File: config.mk
export PLATFORM = sky130hd
export DESIGN_NAME = sfpa_div_stage
export DESIGN_NICKNAME = d
export VERILOG_FILES = /design/src/sv/sfpa_pkg.sv /design/src/sv/sfpa_div_stage.sv
export SDC_FILE = /design/constraint.sdc
export NUM_CORES = 1
export LEC_CHECK = 0
export BUFFER_PORTS_ARGS = -buffer_cell sky130_fd_sc_hd__buf_2
export CAP_MARGIN = 20
export CELL_PAD_IN_SITES_DETAIL_PLACEMENT = 1
export CELL_PAD_IN_SITES_GLOBAL_PLACEMENT = 1
export CORE_UTILIZATION = 28
export DETAILED_ROUTE_END_ITERATION = 12
export PLACE_DENSITY = 0.69
export SYNTH_ARGS = -nofsm -noshare
export SYNTH_HDL_FRONTEND = slang
export SYNTH_SLANG_ARGS = --single-unit
File: constraint.sdc
create_clock -name clk_i -period 7.42 [get_ports clk_i]
set_input_delay 0.742 -clock clk_i [delete_from_list [all_inputs] [get_ports clk_i]]
set_output_delay 0.742 -clock clk_i [all_outputs]
set_load 0.02 [all_outputs]
File: src/sv/sfpa_pkg.sv
// Shared types, constants and helpers for the saturating fixed-point ALU.
// No dependencies; every other file imports this package.
package sfpa_pkg;

  // Number of fraction bits in the raw fixed-point format (Q24.8)
  localparam int unsigned FracBits  = 8;
  localparam int unsigned DivStages = 32;

  typedef enum logic [3:0] {
    CMD_ADD = 4'd0,
    CMD_SUB = 4'd1,
    CMD_MUL = 4'd2,
    CMD_DIV = 4'd3,
    CMD_MIN = 4'd4,
    CMD_MAX = 4'd5,
    CMD_INC = 4'd6,
    CMD_DEC = 4'd7,
    CMD_I2F = 4'd8,
    CMD_F2I = 4'd9
  } cmd_e;

  typedef struct packed {
    logic signed [31:0] val;
    logic               sat;
  } clamp_t;

  // Per-request payload carried through the pipeline
  typedef struct packed {
    cmd_e               cmd;
    logic signed [31:0] res;     // result of all commands but multiply and divide
    logic               sat;
    logic               dz;
    logic               lt;
    logic               eq;
    logic               gt;
    logic               q_neg;   // quotient sign
    logic               a_neg;
    logic               a_zero;
    logic               ovf;     // quotient magnitude needs more than 32 bits
    logic signed [63:0] prod;    // full product a*b
    logic [31:0]        rem;     // partial remainder
    logic [31:0]        num_lo;  // dividend bits still to shift in
    logic [31:0]        den;     // divisor magnitude
    logic [31:0]        quo;     // quotient magnitude bits
  } pipe_t;

  // Clamp a 64-bit signed value to the signed 32-bit range
  function automatic clamp_t sat32(input logic signed [63:0] v);
    clamp_t c;
    if (v > 64'sd2147483647) begin
      c.val = 32'sh7FFF_FFFF;
      c.sat = 1'b1;
    end else if (v < -64'sd2147483648) begin
      c.val = 32'sh8000_0000;
      c.sat = 1'b1;
    end else begin
      c.val = v[31:0];
      c.sat = 1'b0;
    end
    return c;
  endfunction

endpackage

File: src/sv/sfpa_div_stage.sv
// One restoring-division step: produces one quotient bit per stage.
// Depends on sfpa_pkg.
module sfpa_div_stage import sfpa_pkg::*; (
  input  logic  clk_i,
  input  logic  rst_ni,
  input  logic  valid_i,
  output logic  ready_o,
  input  pipe_t data_i,
  output logic  valid_o,
  input  logic  ready_i,
  output pipe_t data_o
);

  logic        valid_q;
  pipe_t       data_q, data_d;
  logic [32:0] cand;
  logic        take;

  // Trial subtract of the divisor from the shifted remainder
  always_comb begin
    cand          = {data_i.rem, data_i.num_lo[31]};
    take          = cand >= {1'b0, data_i.den};
    data_d        = data_i;
    data_d.rem    = take ? 32'(cand - {1'b0, data_i.den}) : cand[31:0];
    data_d.num_lo = {data_i.num_lo[30:0], 1'b0};
    data_d.quo    = {data_i.quo[30:0], take};
  end

  assign ready_o = !valid_q || ready_i;

  always_ff @(posedge clk_i or negedge rst_ni) begin
    if (!rst_ni) begin
      valid_q <= 1'b0;
    end else if (ready_o) begin
      valid_q <= valid_i;
    end
  end

  always_ff @(posedge clk_i) begin
    if (ready_o && valid_i) begin
      data_q <= data_d;
    end
  end

  assign valid_o = valid_q;
  assign data_o  = data_q;

endmodule

==> flow_metrics.env <==
export IMPL_cts_buffers=28
export IMPL_final_seq_area_um2=7112
export IMPL_setup_viol=0
export IMPL_rows=66
export IMPL_post_cts_resized=0
export IMPL_synth_area_um2=9351
export IMPL_power_leakage_nw=5.657
export IMPL_worstSetupPathType="input port to flop"
export IMPL_cts_sinks=237
export IMPL_synth_fp_nets=861
export IMPL_drv_slew=0
export IMPL_finalHoldViolCount=0
export IMPL_hp_class="input port to flop"
export IMPL_period_minus_slack_ps=4055
export IMPL_grt_max_degree=103
export IMPL_die_w_um=184.8
export IMPL_wl_um=34510
export IMPL_gr_usage_all_layers_pct=19.20
export IMPL_syn2layout_area_growth_pct=41.30
export IMPL_cts_tree="yes"
export IMPL_post_dp_cell_area_um2=12230
export IMPL_clock_latency_ps=560
export IMPL_cap_violations=0
export IMPL_path_cells="buf_2, inv_1, ha_1, nand4_1, or4_1, a21oi_1, nor3_1, a211oi_2, o21ai_2, o31ai_4, buf_4, mux2_2"
export IMPL_grt_pass1_wl_um=47230
export IMPL_yosysSeqAreaShare_pct=76.05
export IMPL_synth_edf_count=236
export IMPL_max_stage_delay_ps=740
export IMPL_ys_top_cells_by_count="edfxtp_1 (236), a21oi_1 (56), inv_1 (38)"
export IMPL_clockBufferDepth=3
export IMPL_cp_max_fo=33
export IMPL_yosys_warnings=0
export IMPL_p_per_area_nw_per_um2=268.1
export IMPL_dieArea_um2=34130
export IMPL_whs_ps=352.5
export IMPL_num_vias=6975
export IMPL_yosys_area_top_type_share_pct=75.78
export IMPL_gp_congestion=0.9157
export IMPL_ctsHoldBuffers=1
export IMPL_drtAntennaViolNets=0
export IMPL_via_per_inst=4.494
export IMPL_min_period_over_period_pct=54.65
export IMPL_post_cts_buffers=0
export IMPL_status="finished, final reports clean"
export IMPL_synthArstFlopShare_pct=0.4219
export IMPL_finalSetupTns_ps=0
export IMPL_route_detailed_drc=0
export IMPL_dominantRegCellSynth="edfxtp_1"
export IMPL_rsz0062_at_grt="false"
export IMPL_synth_top_cell_by_area="edfxtp_1"
export IMPL_initial_core_util_pct=28.60
export IMPL_cts_htree_levels=1
export IMPL_crit_required_ps=7720
export IMPL_fin_area_um2=13210
export IMPL_synthDistinctLibCells=50
export IMPL_layout_nets=1353
export IMPL_cts_root_buf="clkbuf_16"
export IMPL_crit_path_top_delay_cell="o31ai_4"
export IMPL_port_buffers=477
export IMPL_fmax_mhz=246.6
export IMPL_coreArea_um2=32700
export IMPL_startpoint_type="input port"
export IMPL_dr_pass1_iters=6
export IMPL_drive_gt1_share_pct=48.41
export IMPL_netlist_top_cells_area="edfxtp_1 (76%), ha_1 (4.3%), a21oi_1 (3.0%)"
export IMPL_ys_ff_latch=237
export IMPL_multiInputGateArea_um2=2002
export IMPL_avgSynthCellArea_um2=15.93
export IMPL_io_pins=480
export IMPL_cp_data_arrival_time_ps=4360
export IMPL_n_fill_cell=3601
export IMPL_synth_most_common_cell="edfxtp_1"
export IMPL_drt_iter0_drc=378
export IMPL_tightest_slew_ps=1075
export IMPL_vdd_ir_drop_max_mv=0.1631
export IMPL_worst_path_buf_inv=3
export IMPL_wl_per_cell_um=22.24
export IMPL_fin_util_pct=40.41
export IMPL_grt_remaining_overflow=0
export IMPL_grt_antenna_before_repair=14
export IMPL_endpoint_kind="flop"
export IMPL_clkSlewWorstSetupHoldPaths_ps=60
export IMPL_stdcell_count=1552
export IMPL_skew_ps=14.32
export IMPL_dp_cells=1490
export IMPL_synth_cells=587
export IMPL_place_hpwl_um=27170
export IMPL_grt_pass1_vias=7154
export IMPL_relSlewSlack_pct=28.36
export IMPL_die_height_um=184.8
export IMPL_path_delay_family="compound AO/OA/AOI/OAI gates"
==> cells by family (layout without fill, tap and decap cells) <==
logic type	Yosys count	in the layout	synth area share (%)
multiplexers	11	11	1.311
adder cells (fa/ha/maj)	33	33	4.496
XOR/XNOR	27	27	2.529
AO/OA/AOI/OAI	119	119	7.827
flip-flops	237	237	76.05
AND/OR/NAND/NOR	102	102	5.178
other	1	10	0.04010
buffers and inverters	57	571	2.569
==> metal layers <==
metal	wire [um]	vias up	GRT usage [%]
met4	1324	14	7.339
met5	92	-	0
met1	12470	3422	22.19
li1	-	3206	-
met2	16820	265	32.66
met3	3809	68	6.540
==> layout by cell type (no fill, tap or decap), types with 3 or more instances in the layout <==
| cell | instances |
|---|---|
| buf_2 | 477 |
| edfxtp_1 | 236 |
| a21oi_1 | 56 |
| inv_1 | 38 |
| nor2_1 | 35 |
| ha_1 | 32 |
| clkbuf_16 | 28 |
| nand2_1 | 26 |
| o21ai_0 | 16 |
| xnor2_1 | 15 |
| a21o_1 | 12 |
| xor2_1 | 12 |
| diode_2 | 9 |
| nand3_1 | 8 |
| nand4_1 | 8 |
| o21a_1 | 6 |
| mux2_2 | 6 |
| nand2b_1 | 5 |
| a31oi_1 | 5 |
| clkinv_1 | 5 |
| clkbuf_1 | 5 |
| o211ai_1 | 4 |
| nor4_1 | 4 |
| mux2_1 | 4 |
| bufinv_16 | 4 |
| clkinv_2 | 4 |
| nor2b_1 | 3 |
| o21bai_1 | 3 |
| a211oi_1 | 3 |
==> registers in the layout, summed over array words and instances, names as in the netlist <==
name,flops
valid_o,1
data_o,236
==> final timing paths <==
path,startpoint,endpoint,slack (ps),cells past startpoint
setup / recovery,data_i[50],data_o[103],3360,12
hold / removal,data_i[173],data_o[173],350,1
setup reg to reg,valid_o,data_o[182],4850,3
hold reg to reg,valid_o,valid_o,560,2
max in group asynchronous,rst_ni,valid_o,6810,2
min in group asynchronous,rst_ni,valid_o,500,2
==> through the flow <==
| step | power (W) | setup slack, ps |
|---|---|---|
| final | 0.003543 | 3365 |
| after global placement | 0.002144 | 2728 |
| after detailed placement | 0.002157 | 2676 |
| after global routing | 0.003678 | 3029 |
| after floorplan | 0.001948 | 389.2 |
| after CTS | 0.003594 | 3277 |
==> final cells by class <==
class,instances,share of cell area [%]
Timing Repair Buffer,481,18.41
Clock buffer,33,5.445
Clock inverter,19,1.742
Antenna cell,9,0.1704
Multi-Input combinational cell,293,15.15
Inverter,38,1.079
Tap cell,442,4.185
Sequential cell,237,53.82
==> where the power goes <==
group	total, W	switching, W	internal, W
clock network	0.00142	0.000581	0.000838
registers	0.00160	0.0000203	0.00158
logic	0.000520	0.000335	0.000185
total	0.00354	0.000937	0.00261
No activity file was read; power rests on OpenSTA's default activity.
