[src/sv/sfpa_pkg.sv]
// Shared types, constants and helpers for the saturating fixed-point ALU.
// No dependencies; every other file imports this package.
package sfpa_pkg;

  // Number of fraction bits in the raw fixed-point format (Q24.8)
  localparam int unsigned FracBits  = 8;
  localparam int unsigned DivStages = 32;

  typedef enum logic [3:0] {
    CMD_ADD = 4'd0,
    CMD_SUB = 4'd1,
    CMD_MUL = 4'd2,
    CMD_DIV = 4'd3,
    CMD_MIN = 4'd4,
    CMD_MAX = 4'd5,
    CMD_INC = 4'd6,
    CMD_DEC = 4'd7,
    CMD_I2F = 4'd8,
    CMD_F2I = 4'd9
  } cmd_e;

  typedef struct packed {
    logic signed [31:0] val;
    logic               sat;
  } clamp_t;

  // Per-request payload carried through the pipeline
  typedef struct packed {
    cmd_e               cmd;
    logic signed [31:0] res;     // result of all commands but multiply and divide
    logic               sat;
    logic               dz;
    logic               lt;
    logic               eq;
    logic               gt;
    logic               q_neg;   // quotient sign
    logic               a_neg;
    logic               a_zero;
    logic               ovf;     // quotient magnitude needs more than 32 bits
    logic signed [63:0] prod;    // full product a*b
    logic [31:0]        rem;     // partial remainder
    logic [31:0]        num_lo;  // dividend bits still to shift in
    logic [31:0]        den;     // divisor magnitude
    logic [31:0]        quo;     // quotient magnitude bits
  } pipe_t;

  // Clamp a 64-bit signed value to the signed 32-bit range
  function automatic clamp_t sat32(input logic signed [63:0] v);
    clamp_t c;
    if (v > 64'sd2147483647) begin
      c.val = 32'sh7FFF_FFFF;
      c.sat = 1'b1;
    end else if (v < -64'sd2147483648) begin
      c.val = 32'sh8000_0000;
      c.sat = 1'b1;
    end else begin
      c.val = v[31:0];
      c.sat = 1'b0;
    end
    return c;
  endfunction

endpackage

[src/sv/sfpa_front.sv]
// Input stage: decodes the request, does all commands but multiply and divide,
// the 32x32 product and the divider setup. Depends on sfpa_pkg.
module sfpa_front import sfpa_pkg::*; (
  input  logic        clk_i,
  input  logic        rst_ni,
  input  logic        valid_i,
  output logic        ready_o,
  input  logic [71:0] data_i,   // command[3:0], operand_a[35:4], operand_b[67:36]
  output logic        valid_o,
  input  logic        ready_i,
  output pipe_t       data_o
);

  logic               valid_q;
  pipe_t              data_q, data_d;
  logic signed [31:0] a, b;
  logic [31:0]        mag_a, mag_b;
  logic [63:0]        num;
  clamp_t             c_add, c_sub, c_inc, c_dec, c_i2f;
  logic signed [32:0] f2i_sum;

  assign a = data_i[35:4];
  assign b = data_i[67:36];

  // Results of all commands but multiply and divide, and divider setup
  always_comb begin
    c_add   = sat32(64'(a) + 64'(b));
    c_sub   = sat32(64'(a) - 64'(b));
    c_inc   = sat32(64'(a) + 64'sd1);
    c_dec   = sat32(64'(a) - 64'sd1);
    c_i2f   = sat32(64'(a) <<< FracBits);
    f2i_sum = 33'(a) + (a[31] ? 33'sd2 ** FracBits - 33'sd1 : 33'sd0);
    mag_a   = a[31] ? 32'(-33'(a)) : 32'(a);
    mag_b   = b[31] ? 32'(-33'(b)) : 32'(b);
    num     = {32'd0, mag_a} << FracBits;

    data_d        = '0;
    data_d.cmd    = cmd_e'(data_i[3:0]);
    data_d.lt     = a < b;
    data_d.eq     = a == b;
    data_d.gt     = a > b;
    data_d.a_neg  = a[31];
    data_d.a_zero = a == 32'sd0;
    data_d.q_neg  = a[31] ^ b[31];
    data_d.dz     = (data_d.cmd == CMD_DIV) && (b == 32'sd0);
    data_d.ovf    = num[63:32] >= mag_b;
    data_d.prod   = 64'(a) * 64'(b);
    data_d.rem    = num[63:32];
    data_d.num_lo = num[31:0];
    data_d.den    = mag_b;
    case (data_d.cmd)
      CMD_ADD: begin data_d.res = c_add.val; data_d.sat = c_add.sat; end
      CMD_SUB: begin data_d.res = c_sub.val; data_d.sat = c_sub.sat; end
      CMD_INC: begin data_d.res = c_inc.val; data_d.sat = c_inc.sat; end
      CMD_DEC: begin data_d.res = c_dec.val; data_d.sat = c_dec.sat; end
      CMD_I2F: begin data_d.res = c_i2f.val; data_d.sat = c_i2f.sat; end
      CMD_MIN: data_d.res = (a < b) ? a : b;
      CMD_MAX: data_d.res = (a > b) ? a : b;
      CMD_F2I: data_d.res = 32'(f2i_sum >>> FracBits);
      default: data_d.res = '0;
    endcase
  end

  assign ready_o = !valid_q || ready_i;

  always_ff @(posedge clk_i or negedge rst_ni) begin
    if (!rst_ni) begin
      valid_q <= 1'b0;
    end else if (ready_o) begin
      valid_q <= valid_i;
    end
  end

  always_ff @(posedge clk_i) begin
    if (ready_o && valid_i) begin
      data_q <= data_d;
    end
  end

  assign valid_o = valid_q;
  assign data_o  = data_q;

endmodule

[config.mk]
export PLATFORM = sky130hd
export DESIGN_NAME = sfpa_front
export DESIGN_NICKNAME = d
export VERILOG_FILES = /design/src/sv/sfpa_pkg.sv /design/src/sv/sfpa_front.sv
export SDC_FILE = /design/constraint.sdc
export NUM_CORES = 2
export LEC_CHECK = 0
export ABC_AREA = 1
export BUFFER_PORTS_ARGS = -buffer_cell sky130_fd_sc_hd__buf_2
export CAP_MARGIN = 5
export CORE_ASPECT_RATIO = 1.25
export CORE_MARGIN = 2
export CORE_UTILIZATION = 49
export CTS_CLUSTER_DIAMETER = 150
export DETAILED_ROUTE_END_ITERATION = 10
export PLACE_DENSITY = 0.66
export SKIP_CTS_REPAIR_TIMING = 1
export SYNTH_ARGS = -nofsm -noshare
export SYNTH_HDL_FRONTEND = slang
export SYNTH_SLANG_ARGS = --single-unit
export TNS_END_PERCENT = 30
[constraint.sdc]
create_clock -name clk_i -period 14.3 [get_ports clk_i]
set_input_delay 2.86 -clock clk_i [delete_from_list [all_inputs] [get_ports clk_i]]
set_output_delay 2.86 -clock clk_i [all_outputs]
set_load 0.01 [all_outputs]
==> impl_metrics.yaml <==
logic_synthesis:
  yosysSeqAreaShare_pct: 9.44
  synth_top_area_cell: "fa_1"
  synthFlopType: "edfxtp_1"
  synth.most_common_cell: "nand2_1"
  yosysWarnings: 0
  async_reset_ff_share_pct: 0.575
  ys_types: 51
  syn_inst: 7398
  synth_area_um2: 55300
  yosys.area.top_type_share_pct: 39.3
  synth-edff-count: 173
  ys_seq_elements: 174
  synth_top_cells_by_count: "nand2_1 (2074), inv_1 (1851), fa_1 (1084)"
  synth_area_leaders: "fa_1 (39%), nand2_1 (14%), inv_1 (13%), edfxtp_1 (9.4%), ha_1 (6.1%)"
  syn_area_per_cell_um2: 7.47
global_routing:
  antenna_found_initial: 6
  grtUsageTotal_pct: 36.1
  grt_overflow_total: 0
  grt_pass1_wl_um: 310000
  grt_pass1_vias: 50100
  grt_max_degree: 78
drt:
  wl_met1_um: 75900
  vias_per_cell: 5.47
  wl_per_cell_um: 23.0
  dr_total_vias: 48500
  route.met3.wl_um: 18800
  drc: 0
  first_iter_violations: 4440
  wl_met2_um: 95000
  ant_nets: 0
  top_layer: "met5"
  dr.pass1.iters: 9
  totalWireLength_um: 204000
die:
  dieHeight_um: 380
  floorplan.initialDensity_pct: 49.5
  core_area_um2: 112000
  pin_count: 315
  fp.dieW_um: 304
  fp-row-count: 137
  die_area_um2: 116000
clock_network:
  cts_inserted_buffers: 17
  cts_num_sinks: 174
  cts_root_buf: "clkbuf_16"
  h-tree-depth: 4
  clk_path_buf_depth: 2
  clk_pin_slew_ns: 0.10
  cts_tree: "built"
  clock_latency_ns: 0.57
run:
  drv_cap: 0
timing:
  setup_tns_ns: 0
  hold_viol: 0
  fin_crit_sh_pct: 78.3
  setup_viol: 0
  fmax_mhz: 89.3
  tightest_slew_ns: 1.46
  clock_skew_ns: 0.0207
  layout_min_cycle_time_ns: 11.20
  rsz0062_at_grt: "no"
  timing.slew.headroom_pct: 2.73
  drv_slew: 0
setup_path:
  arrival_ns: 11.50
  cp_common_cell: "fa_1"
  cp_slowest_cell: "nor4_1"
  max_stage_delay_ns: 0.95
  startpoint_type: "input port"
  crit_chain: "buf_2, buf_4, ha_1, inv_1, fa_1, fa_1, fa_1, fa_1, inv_1, fa_1, fa_1, fa_1, fa_1, ha_1, nand2_1, nor2_1, nand2_1, nor4_1, a21oi_1, inv_1, a21boi_0, o31ai_1, xor2_1"
  endpoint_kind: "flip-flop"
  critPathMaxFanout: 31
  critPathRequiredTime_ns: 14.60
  crit_type: "input port to flip-flop"
cells_and_area:
  layout-drive-gt1-share_pct: 5.76
  fin_cells: 8874
  nNetsFinal: 8829
  area_delta_synth_final_pct: 4.93
place:
  dp_hpwl_um: 163000
  io_buffers: 246
  gp_congestion: 1.08
  dp_cells: 8840
outcome:
  outcome: "completed"
hold_path:
  hp-class: "flip-flop to flip-flop"
## layout make-up
cell class	count	area [µm²]
Fill cell	11000	53800
Inverter	1860	6980
Clock buffer	17	425
Timing Repair Buffer	332	1910
Antenna cell	2	5.00
Clock inverter	15	203
Tap cell	1459	1830
Multi-Input combinational cell	5015	41400
Sequential cell	174	5220
## logic make-up after synthesis
| logic type | after synthesis | share of synthesized area [%] |
|---|---|---|
| AND/OR/NAND/NOR | 2948 | 21.6 |
| other | 1 | 0.00678 |
| adder cells (fa/ha/maj) | 1353 | 45.3 |
| flip-flops | 174 | 9.44 |
| XOR/XNOR | 175 | 2.77 |
| AO/OA/AOI/OAI | 475 | 4.71 |
| buffers and inverters | 2272 | 16.1 |
## sequential cells by signal, indices dropped and copies added, names as in the netlist
signal,count
valid_o,1
data_o,173
## cells in the final DEF (no fill, tap or decap), types with 9 or more instances in the layout
cell type / instances
a21boi_0: 15
a21o_1: 17
a21oi_1: 193
a31oi_1: 16
buf_2: 246
buf_4: 83
clkbuf_16: 17
conb_1: 64
edfxtp_1: 173
fa_1: 1084
ha_1: 269
inv_1: 1851
nand2_1: 2073
nand3_1: 190
nand3b_1: 9
nand4_1: 115
nor2_1: 448
nor2_2: 19
nor2_4: 11
nor3_1: 34
nor4_1: 17
o21a_1: 9
o21ai_0: 172
o21ai_1: 15
o21bai_1: 18
xnor2_1: 32
xor2_1: 143
## path summary, 6_finish.rpt
check / startpoint / end / slack, ns / cells after the start
worst max-delay path: data_i[15] / data_o[168] / 3.10 / 23
worst min-delay path: valid_o / valid_o / 0.58 / 2
worst max register to register: valid_o / data_o[57] / 11.85 / 3
worst min register to register: valid_o / valid_o / 0.58 / 2
max in group asynchronous: rst_ni / valid_o / 12.18 / 1
min in group asynchronous: rst_ni / valid_o / 2.04 / 1
## layer usage
metal	global-route usage, %	up-vias
li1	-	21400
met1	44.3	24000
met2	58.3	2475
met3	7.96	626
met4	21.6	6
met5	0	-
## critical path: cells and delay by family
kind | cells | cell delay, ns
AOI/OAI and AO/OA | 3 | 0.97
adders and majority gates | 10 | 4.65
and+or+nand+nor | 4 | 1.38
xor gates and xnor gates | 1 | 0.12
buffers and inverters | 5 | 1.42
## metrics by stage
stage | area [µm²] | util, % | worst slack (ns) | hold WS [ns]
final | 58000 | 51.9 | 3.10 | 0.583
after global routing | 58000 | 51.9 | 2.89 | 0.646
after CTS | 58000 | 51.9 | 3.34 | 0.583
after detailed placement | 57400 | 51.3 | 2.74 | 0.558
after global placement | 57400 | 51.3 | 2.71 | 0.553
after floorplan | 55500 | - | 2.32 | 0.609
Power is not shown: default switching activity piles up to over one toggle a cycle in this logic, so the estimate is an artifact.
