`config.mk`:
```
export PLATFORM = sky130hd
export DESIGN_NAME = sfpa_back
export DESIGN_NICKNAME = d
export VERILOG_FILES = /design/src/sv/sfpa_pkg.sv /design/src/sv/sfpa_back.sv
export SDC_FILE = /design/constraint.sdc
export NUM_CORES = 1
export LEC_CHECK = 0
export ABC_AREA = 1
export BUFFER_PORTS_ARGS = -buffer_cell sky130_fd_sc_hd__buf_2
export CORE_ASPECT_RATIO = 0.7
export CORE_MARGIN = 3
export CORE_UTILIZATION = 52
export CTS_CLUSTER_DIAMETER = 40
export CTS_CLUSTER_SIZE = 28
export DETAILED_ROUTE_END_ITERATION = 16
export PLACE_DENSITY_LB_ADDON = 0.12
export SYNTH_ARGS = -nofsm -noshare
export SYNTH_HDL_FRONTEND = slang
export SYNTH_SLANG_ARGS = --single-unit
```
`constraint.sdc`:
```
create_clock -name clk_i -period 7 [get_ports clk_i]
set_input_delay 0.7 -clock clk_i [delete_from_list [all_inputs] [get_ports clk_i]]
set_output_delay 0.7 -clock clk_i [all_outputs]
set_load 0.05 [all_outputs]
```
`src/sv/sfpa_pkg.sv`:
```
// Shared types, constants and helpers for the saturating fixed-point ALU.
// No dependencies; every other file imports this package.
package sfpa_pkg;

  // Number of fraction bits in the raw fixed-point format (Q24.8)
  localparam int unsigned FracBits  = 8;
  localparam int unsigned DivStages = 32;

  typedef enum logic [3:0] {
    CMD_ADD = 4'd0,
    CMD_SUB = 4'd1,
    CMD_MUL = 4'd2,
    CMD_DIV = 4'd3,
    CMD_MIN = 4'd4,
    CMD_MAX = 4'd5,
    CMD_INC = 4'd6,
    CMD_DEC = 4'd7,
    CMD_I2F = 4'd8,
    CMD_F2I = 4'd9
  } cmd_e;

  typedef struct packed {
    logic signed [31:0] val;
    logic               sat;
  } clamp_t;

  // Per-request payload carried through the pipeline
  typedef struct packed {
    cmd_e               cmd;
    logic signed [31:0] res;     // result of all commands but multiply and divide
    logic               sat;
    logic               dz;
    logic               lt;
    logic               eq;
    logic               gt;
    logic               q_neg;   // quotient sign
    logic               a_neg;
    logic               a_zero;
    logic               ovf;     // quotient magnitude needs more than 32 bits
    logic signed [63:0] prod;    // full product a*b
    logic [31:0]        rem;     // partial remainder
    logic [31:0]        num_lo;  // dividend bits still to shift in
    logic [31:0]        den;     // divisor magnitude
    logic [31:0]        quo;     // quotient magnitude bits
  } pipe_t;

  // Clamp a 64-bit signed value to the signed 32-bit range
  function automatic clamp_t sat32(input logic signed [63:0] v);
    clamp_t c;
    if (v > 64'sd2147483647) begin
      c.val = 32'sh7FFF_FFFF;
      c.sat = 1'b1;
    end else if (v < -64'sd2147483648) begin
      c.val = 32'sh8000_0000;
      c.sat = 1'b1;
    end else begin
      c.val = v[31:0];
      c.sat = 1'b0;
    end
    return c;
  endfunction

endpackage

```
`src/sv/sfpa_back.sv`:
```
// Output stage: scales and clamps the product, clamps the quotient, picks the
// result and holds the output register. Depends on sfpa_pkg.
module sfpa_back import sfpa_pkg::*; (
  input  logic        clk_i,
  input  logic        rst_ni,
  input  logic        valid_i,
  output logic        ready_o,
  input  pipe_t       data_i,
  output logic        valid_o,
  input  logic        ready_i,
  output logic [39:0] data_o
);

  logic               valid_q;
  logic [39:0]        data_q, data_d;
  logic signed [63:0] prod_b;
  clamp_t             c_mul, c_div;
  logic signed [31:0] res;
  logic               sat;

  always_comb begin
    // Product scaled down with truncation toward zero
    prod_b = data_i.prod + (data_i.prod[63] ? 64'sd2 ** FracBits - 64'sd1 : 64'sd0);
    c_mul  = sat32(prod_b >>> FracBits);

    // Quotient sign and range
    if (data_i.ovf) begin
      c_div.val = data_i.q_neg ? 32'sh8000_0000 : 32'sh7FFF_FFFF;
      c_div.sat = 1'b1;
    end else begin
      c_div = sat32(data_i.q_neg ? -64'({32'd0, data_i.quo}) : 64'({32'd0, data_i.quo}));
    end

    case (data_i.cmd)
      CMD_MUL: begin res = c_mul.val; sat = c_mul.sat; end
      CMD_DIV: begin
        if (data_i.dz) begin
          res = data_i.a_zero ? 32'sd0 : (data_i.a_neg ? 32'sh8000_0000 : 32'sh7FFF_FFFF);
          sat = !data_i.a_zero;
        end else begin
          res = c_div.val;
          sat = c_div.sat;
        end
      end
      default: begin res = data_i.res; sat = data_i.sat; end
    endcase

    data_d = {3'b000, data_i.dz, sat, data_i.gt, data_i.eq, data_i.lt, res};
  end

  assign ready_o = !valid_q || ready_i;

  always_ff @(posedge clk_i or negedge rst_ni) begin
    if (!rst_ni) begin
      valid_q <= 1'b0;
    end else if (ready_o) begin
      valid_q <= valid_i;
    end
  end

  always_ff @(posedge clk_i) begin
    if (ready_o && valid_i) begin
      data_q <= data_d;
    end
  end

  assign valid_o = valid_q;
  assign data_o  = data_q;

endmodule

```
==> metrics.txt, run 1 <==
drt initial violations 929; reg2reg end data_o[18]; syn_area_per_cell 5.44 µm²; final setup fails 0; vias 7932; # H-tree levels 2; Synth Area in XOR/XNOR 0.0510; crit end category flop; dpl hpwl 19200 µm; Avg WL per Cell 16.3 µm; post-CTS setup buffer count 0; Yosys reg bits 38; fraction of layout cells with a size suffix above 1 0.186; Syn Inst Count 1103; Post-synth EDFFs 37; pin count of the biggest net entering global routing 38; placed cell count 1407; Slew @ Worst Pin 1.19 ns; first-pass GRT wire length 34800 µm; PwrDens 122 mW/mm²; Arr. time, crit path 4.51 ns; Period minus WS final 4.48 ns; status completed; # fillers 1146; FP Rows 32; post-cts gate resize count 0; Non-Filler Instances 1415; Worst Path Max Fanout 32; Adder-Cell Fraction of Synth Area 0.0188; CTS Sinks 38; most instantiated library cell after synthesis nand2_1; Initial Utilization 0.540; Reg area 0.00114 mm²; initial antenna violation count 0; Synth area leader nand2_1; Tightest Hold Check Type input pin to async pin; Post-Synth Simple-Gate Area 0.596; leakage power 3.72 nW; Worst Path Class, Setup input pin to flop; GRT overflow 0; CTS tree yes; Hold-fix buffers, CTS 0; Final Max Tran Viols 0; Slew HR 0.209; synth-to-layout area growth 18.6%; Final Hold Vio Count 0; Clock Latency Late Sink 0.29 ns; Post-Route WL 23000 µm; PortBufs 183; I/O Pins 283; clock skew 0.00830 ns; Initial DRT Pass Iterations 8; GR Util All Layers 0.344; fraction of synthesized area in multiplexers 0; DRC violations left 0; Max-cap violations 0; Via density 5.61; multi-input logic area 0.00425 mm²; crit start category input pin; CTS buffer count 5; vias in the first global route 6648; CP startpoint data_i[14]; largest cells by area after synthesis nand2_1 27%, edfxtp_1 18%, nand3_1 9.6%, nor2_1 9.2%, inv_1 7.4%; die height 95.9 µm; Compound-Gate Fraction of Synth Area 0.0373; Final period util 0.640; unrepaired setup endpoints after global routing no; VDD IR max 0.0986 mV; Reg clk slew, reported paths 0.05 ns; sequential-to-total area share from yosys stat 0.189; CTS Buffer Depth 2; Fmax 223 MHz; top cell types by occurrence after synthesis 430 x nand2_1, 147 x nor2_1, 119 x inv_1, 115 x nand3_1, 68 x nand4_1; Core ar. 0.0111 mm²; Async S/R FF share, synth 0.0263; Post-Syn Area 0.00601 mm²; CTS root buf clkbuf_16; Unique masters post-synth 39; dominant synthesized flop cell edfxtp_1; post-route setup TNS 0 ns; CP Data Required Time 7.03 ns; Yosys top cell area share 0.269; die area 0.0129 mm²; die width 134 µm; largest family of logic cells by synthesized area simple AND/OR/NAND/NOR gates; post-layout util 0.640; worst reg2reg path depth 1; Final #Nets 1511; R2R Setup Slk 5.27 ns; worst r2r src valid_o; ANT cells 0; Synth warnings 0; Final GP Congestion 1.03; CP endpoint data_o[7]; antenna viol nets, final 0
==> area by class of cell <==
class                   instances  share of cell area
flip-flops and latches         38               0.159
well taps                     153              0.0269
clock buffers                   6              0.0195
repair buffers                184               0.130
clock inverters                 2             0.00176
multi-input cells             907               0.597
inverters                     125              0.0659
==> report_power, final <==
part           internal, mW  switching, mW
clock                 0.141         0.0928
sequential            0.270        0.00582
combinational         0.109          0.250
==> logic make-up after synthesis <==
family,after synthesis
and+or+nand+nor,821
adders and majority gates,9
AOI/OAI and AO/OA,39
DFF,38
buffers and inverters,160
xor gates and xnor gates,35
other,1
==> worst max-delay path, cell delays in order <==
cell and delay [ns]:
buf_2 0.10, inv_1 0.10, nand2_1 0.13, nor3_1 0.31, nand3_1 0.12, nor3_1 0.22
nand3_1 0.17, nor4_1 0.34, ha_1 0.30, or2_2 0.30, o21ai_0 0.11, inv_1 0.06
nand4_1 0.08, nand2_1 0.57, nand2_1 0.24, nand3_1 0.21, nand2_1 0.15, nand2_1 0.10
nand2_1 0.12, nand3_1 0.07
==> through the flow <==
| stage | hold slack, ns | setup WS, ns | power [mW] | instance area [µm²] |
|---|---|---|---|---|
| 2_1_floorplan | 0.404 | 3.61 | 0.508 | 6010 |
| 3_3_place_gp | 0.476 | 2.46 | 0.626 | 6970 |
| 3_5_place_dp | 0.479 | 2.37 | 0.630 | 6970 |
| 4_1_cts | 0.182 | 2.63 | 0.856 | 7120 |
| 5_1_grt | 0.179 | 2.09 | 0.910 | 7120 |
| 6_report | 0.178 | 2.52 | 0.869 | 7120 |
==> worst min-delay path by stage <==
stage,startpoint,to,slack [ns],depth (start not counted)
floorplan,rst_ni,valid_o,0.40,0
global placement,rst_ni,valid_o,0.48,1
detailed placement,rst_ni,valid_o,0.48,1
CTS,rst_ni,valid_o,0.18,1
global route,rst_ni,valid_o,0.18,1
finish,rst_ni,valid_o,0.18,1
==> flip-flops by register name, indices dropped and copies added (netlist names) <==
name,flops
valid_o,1
data_o,37
==> cell usage in the layout (no fill, tap or decap), types with 10 or more instances in the layout <==
| cell type | n |
|---|---|
| buf_2 | 183 |
| nand4_1 | 68 |
| nor2_1 | 147 |
| nand3_1 | 115 |
| nor3_1 | 15 |
| xor2_1 | 20 |
| edfxtp_1 | 37 |
| nand2_1 | 430 |
| inv_1 | 119 |
| nor2_2 | 11 |
| a21oi_1 | 14 |
| xnor2_1 | 15 |
| o21ai_0 | 10 |
==> routing by layer <==
| layer | vias up | part of all wire | routed length (µm) | track usage |
|---|---|---|---|---|
| li1 | 3878 | - | - | - |
| met1 | 3543 | 0.47 | 10800 | 0.544 |
| met2 | 477 | 0.37 | 8550 | 0.452 |
| met3 | 34 | 0.15 | 3380 | 0.106 |
| met4 | 0 | 0.014 | 317 | 0.0551 |
| met5 | - | 0 | 0 | 0 |
(Power assumes the default switching activity.)
==> run 2, diff against run 1 <==
--- a/config.mk
+++ b/config.mk
@@ -9,7 +9,7 @@
 export BUFFER_PORTS_ARGS = -buffer_cell sky130_fd_sc_hd__buf_2
 export CORE_ASPECT_RATIO = 0.7
 export CORE_MARGIN = 3
-export CORE_UTILIZATION = 52
+export CORE_UTILIZATION = 49
 export CTS_CLUSTER_DIAMETER = 40
 export CTS_CLUSTER_SIZE = 28
 export DETAILED_ROUTE_END_ITERATION = 16
==> constraint.sdc (replaced) <==
create_clock -name clk_i -period 4.2 [get_ports clk_i]
set_input_delay 0.42 -clock clk_i [delete_from_list [all_inputs] [get_ports clk_i]]
set_output_delay 0.42 -clock clk_i [all_outputs]
set_load 0.05 [all_outputs]
==> run 2 against run 1 <==
Net effect:
- worst hold slack better by 0.13 ns
- wire length up 1.5%
- count of clock-buffer cells in the layout up 1
- sequential cell count did not move
- total power rose by 76%
- sequential share of layout area is 0.30 points lower
- die area grew 5.8%
- clock skew rose by 0.0019 ns
- critical endpoint is now data_o[20]
- highest routed layer unchanged
==> metrics.txt, run 2 (synthesis gave the netlist of run 1 again) <==
status completed; Period minus WS final 3.79 ns; # fillers 1256 (+9.6%); leakage power 3.79 nW (+2.0%); dpl hpwl 19800 µm (+3.1%); DRC violations left 0 (unchanged); Final period util 0.903; GR Util All Layers 0.329 (-0.0146); Final GP Congestion 1.04 (+1.2%); # H-tree levels 2 (unchanged); largest stage delay on the critical path 0.42 ns (-0.15 ns); leading cell type in the layout, fill and taps excluded nand2_1; I/O Pins 283 (unchanged); Overall Power 1.53 mW (+76%); Non-Filler Instances 1430 (+1.1%); Worst path most repeated cell nand2_1; vias 7944 (+0.15%); Sw Ratio 0.385 (-0.0161); Final Max Tran Viols 0 (unchanged); final instance area 0.00726 mm² (+1.9%); PwrDens 210 mW/mm² (+72%); Post-Route WL 23400 µm (+1.5%); Top delay family on crit path simple AND/OR/NAND/NOR gates; drt initial violations 1018 (+9.6%); post-CTS setup buffer count 0 (unchanged); Slew @ Worst Pin 1.05 ns (-0.140 ns); Final #Nets 1522 (+0.73%); Clk pwr share 0.297 (+0.028); clock skew 0.0102 ns (+0.00194 ns); Worst Path Class, Setup input pin to flop; Reg clk slew, reported paths 0.05 ns (about the same); CTS Sinks 38 (unchanged); synth-to-layout area growth 20.9%; ANT cells 0 (unchanged); CTS Buffer Depth 2 (unchanged); GRT overflow 0 (unchanged); Tightest Hold Check Type input pin to flop; fraction of layout cells with a size suffix above 1 0.192 (+0.00546); Area after DPL 0.00708 mm² (+1.5%); die height 98.6 µm (+2.8%); critical-path cell list buf_2, inv_1, nand2_1, nor3_1, nand3_1, nor3_1, nand3_1, nor4_1, ha_1, or2_2, o21ai_0, inv_1, nand4_1, nand2_1, buf_12, o21ai_0, nand3_1, nand2_1, nand2_1, nand2_1, nand3_1; Core ar. 0.0119 mm² (+6.5%); net switching power figure 588 µW (+69%); placed cell count 1421 (+1.0%); combinational power share 0.403 (-0.010); Slew HR 0.302 (+0.0926); initial antenna violation count 0 (unchanged); CTS root buf clkbuf_16; first-pass GRT wire length 36000 µm (+3.4%); Initial Utilization 0.507 (-0.0328); max reg flops 37 (unchanged); VDD IR max 0.156 mV (+58%); vias in the first global route 6761 (+1.7%); Min Hold Slack 0.310 ns (+0.132 ns); pre-CTS setup slack 0.232 ns (-2.14 ns); Fmax 264 MHz; unrepaired setup endpoints after global routing no; PortBufs 183 (unchanged); Initial DRT Pass Iterations 5 (-3); Clock Latency Late Sink 0.29 ns (about the same); Int Power 939 µW (+80%); Reg area 0.00114 mm² (unchanged); Buf+Inv Stages, Crit Path 4 (+1); commonest non-fill, non-tap cells in the layout 430 x nand2_1, 183 x buf_2, 147 x nor2_1, 119 x inv_1, 115 x nand3_1; Via density 5.56 (-0.90%); CTS tree yes; die area 0.0136 mm² (+5.8%); Final Hold Vio Count 0 (unchanged); multi-input logic area 0.00425 mm² (unchanged); final setup fails 0 (unchanged); Worst Path Max Fanout 18 (-44%); Avg WL per Cell 16.4 µm (+0.44%); Arr. time, crit path 3.81 ns (-0.70 ns); Flop pwr share 0.301 (-0.017); pin count of the biggest net entering global routing 38 (unchanged); crit end category flop; post-route setup TNS 0 ns (unchanged); CP Data Required Time 4.22 ns (-2.81 ns); crit start category input pin; post-layout util 0.613 (-0.0274); antenna viol nets, final 0 (unchanged); CTS buffer count 5 (unchanged); PnR worst setup slack 0.406 ns (-2.11 ns); Max-cap violations 0 (unchanged); FP Rows 33 (+3.1%); die width 138 µm (+2.9%); CP max-delay cell nor4_1
==> run 2: changes by cell type in the layout (fill, tap and decap cells not counted) <==
cell,previous run,this run
clkbuf_1,0,1
dlygate4sd3_1,0,1
buf_4,1,9
clkinvlp_4,1,0
clkinv_2,1,0
bufinv_16,0,1
buf_12,0,2
==> run 2: cell type report <==
| type | count | area share |
|---|---|---|
| Clock buffer | 7 | 0.0196 |
| Clock inverter | 1 | 0.00414 |
| Inverter | 125 | 0.0646 |
| Multi-Input combinational cell | 907 | 0.586 |
| Sequential cell | 38 | 0.156 |
| Tap cell | 157 | 0.0271 |
| Timing Repair Buffer | 195 | 0.142 |
==> run 2: routing by layer <==
layer | vias to the layer above | global-route usage | wire length (µm) | share of wire
met5 | - | 0 | 0 | 0
met1 | 3515 | 0.529 | 11000 | 0.47
met4 | 0 | 0.0243 | 62 | 0.0027
met2 | 520 | 0.427 | 8520 | 0.36
li1 | 3899 | - | - | -
met3 | 10 | 0.120 | 3840 | 0.16
==> run 2: power groups by stage <==
stage,Clock [mW],Combinational (mW),Sequential (mW)
2_1_floorplan,0,0.296,0.551
3_3_place_gp,0,0.593,0.466
3_5_place_dp,0,0.600,0.465
4_1_cts,0.452,0.603,0.459
5_1_grt,0.471,0.671,0.461
6_report,0.453,0.615,0.459
==> run 2: worst paths after layout <==
kind	startpoint	to	slack, ns	depth (start not counted)
worst max-delay path	data_i[14]	data_o[20]	0.41	21
worst min-delay path	data_i[197]	data_o[33]	0.31	1
worst max register to register	valid_o	data_o[16]	2.80	2
worst min register to register	valid_o	valid_o	0.63	2
max in group asynchronous	rst_ni	valid_o	3.66	2
min in group asynchronous	rst_ni	valid_o	0.45	2
==> run 2: what timing repair did <==
action                    CTS  global route
hold buffers                1             0
resized for setup           0             0
hold endpoints to repair    1             0
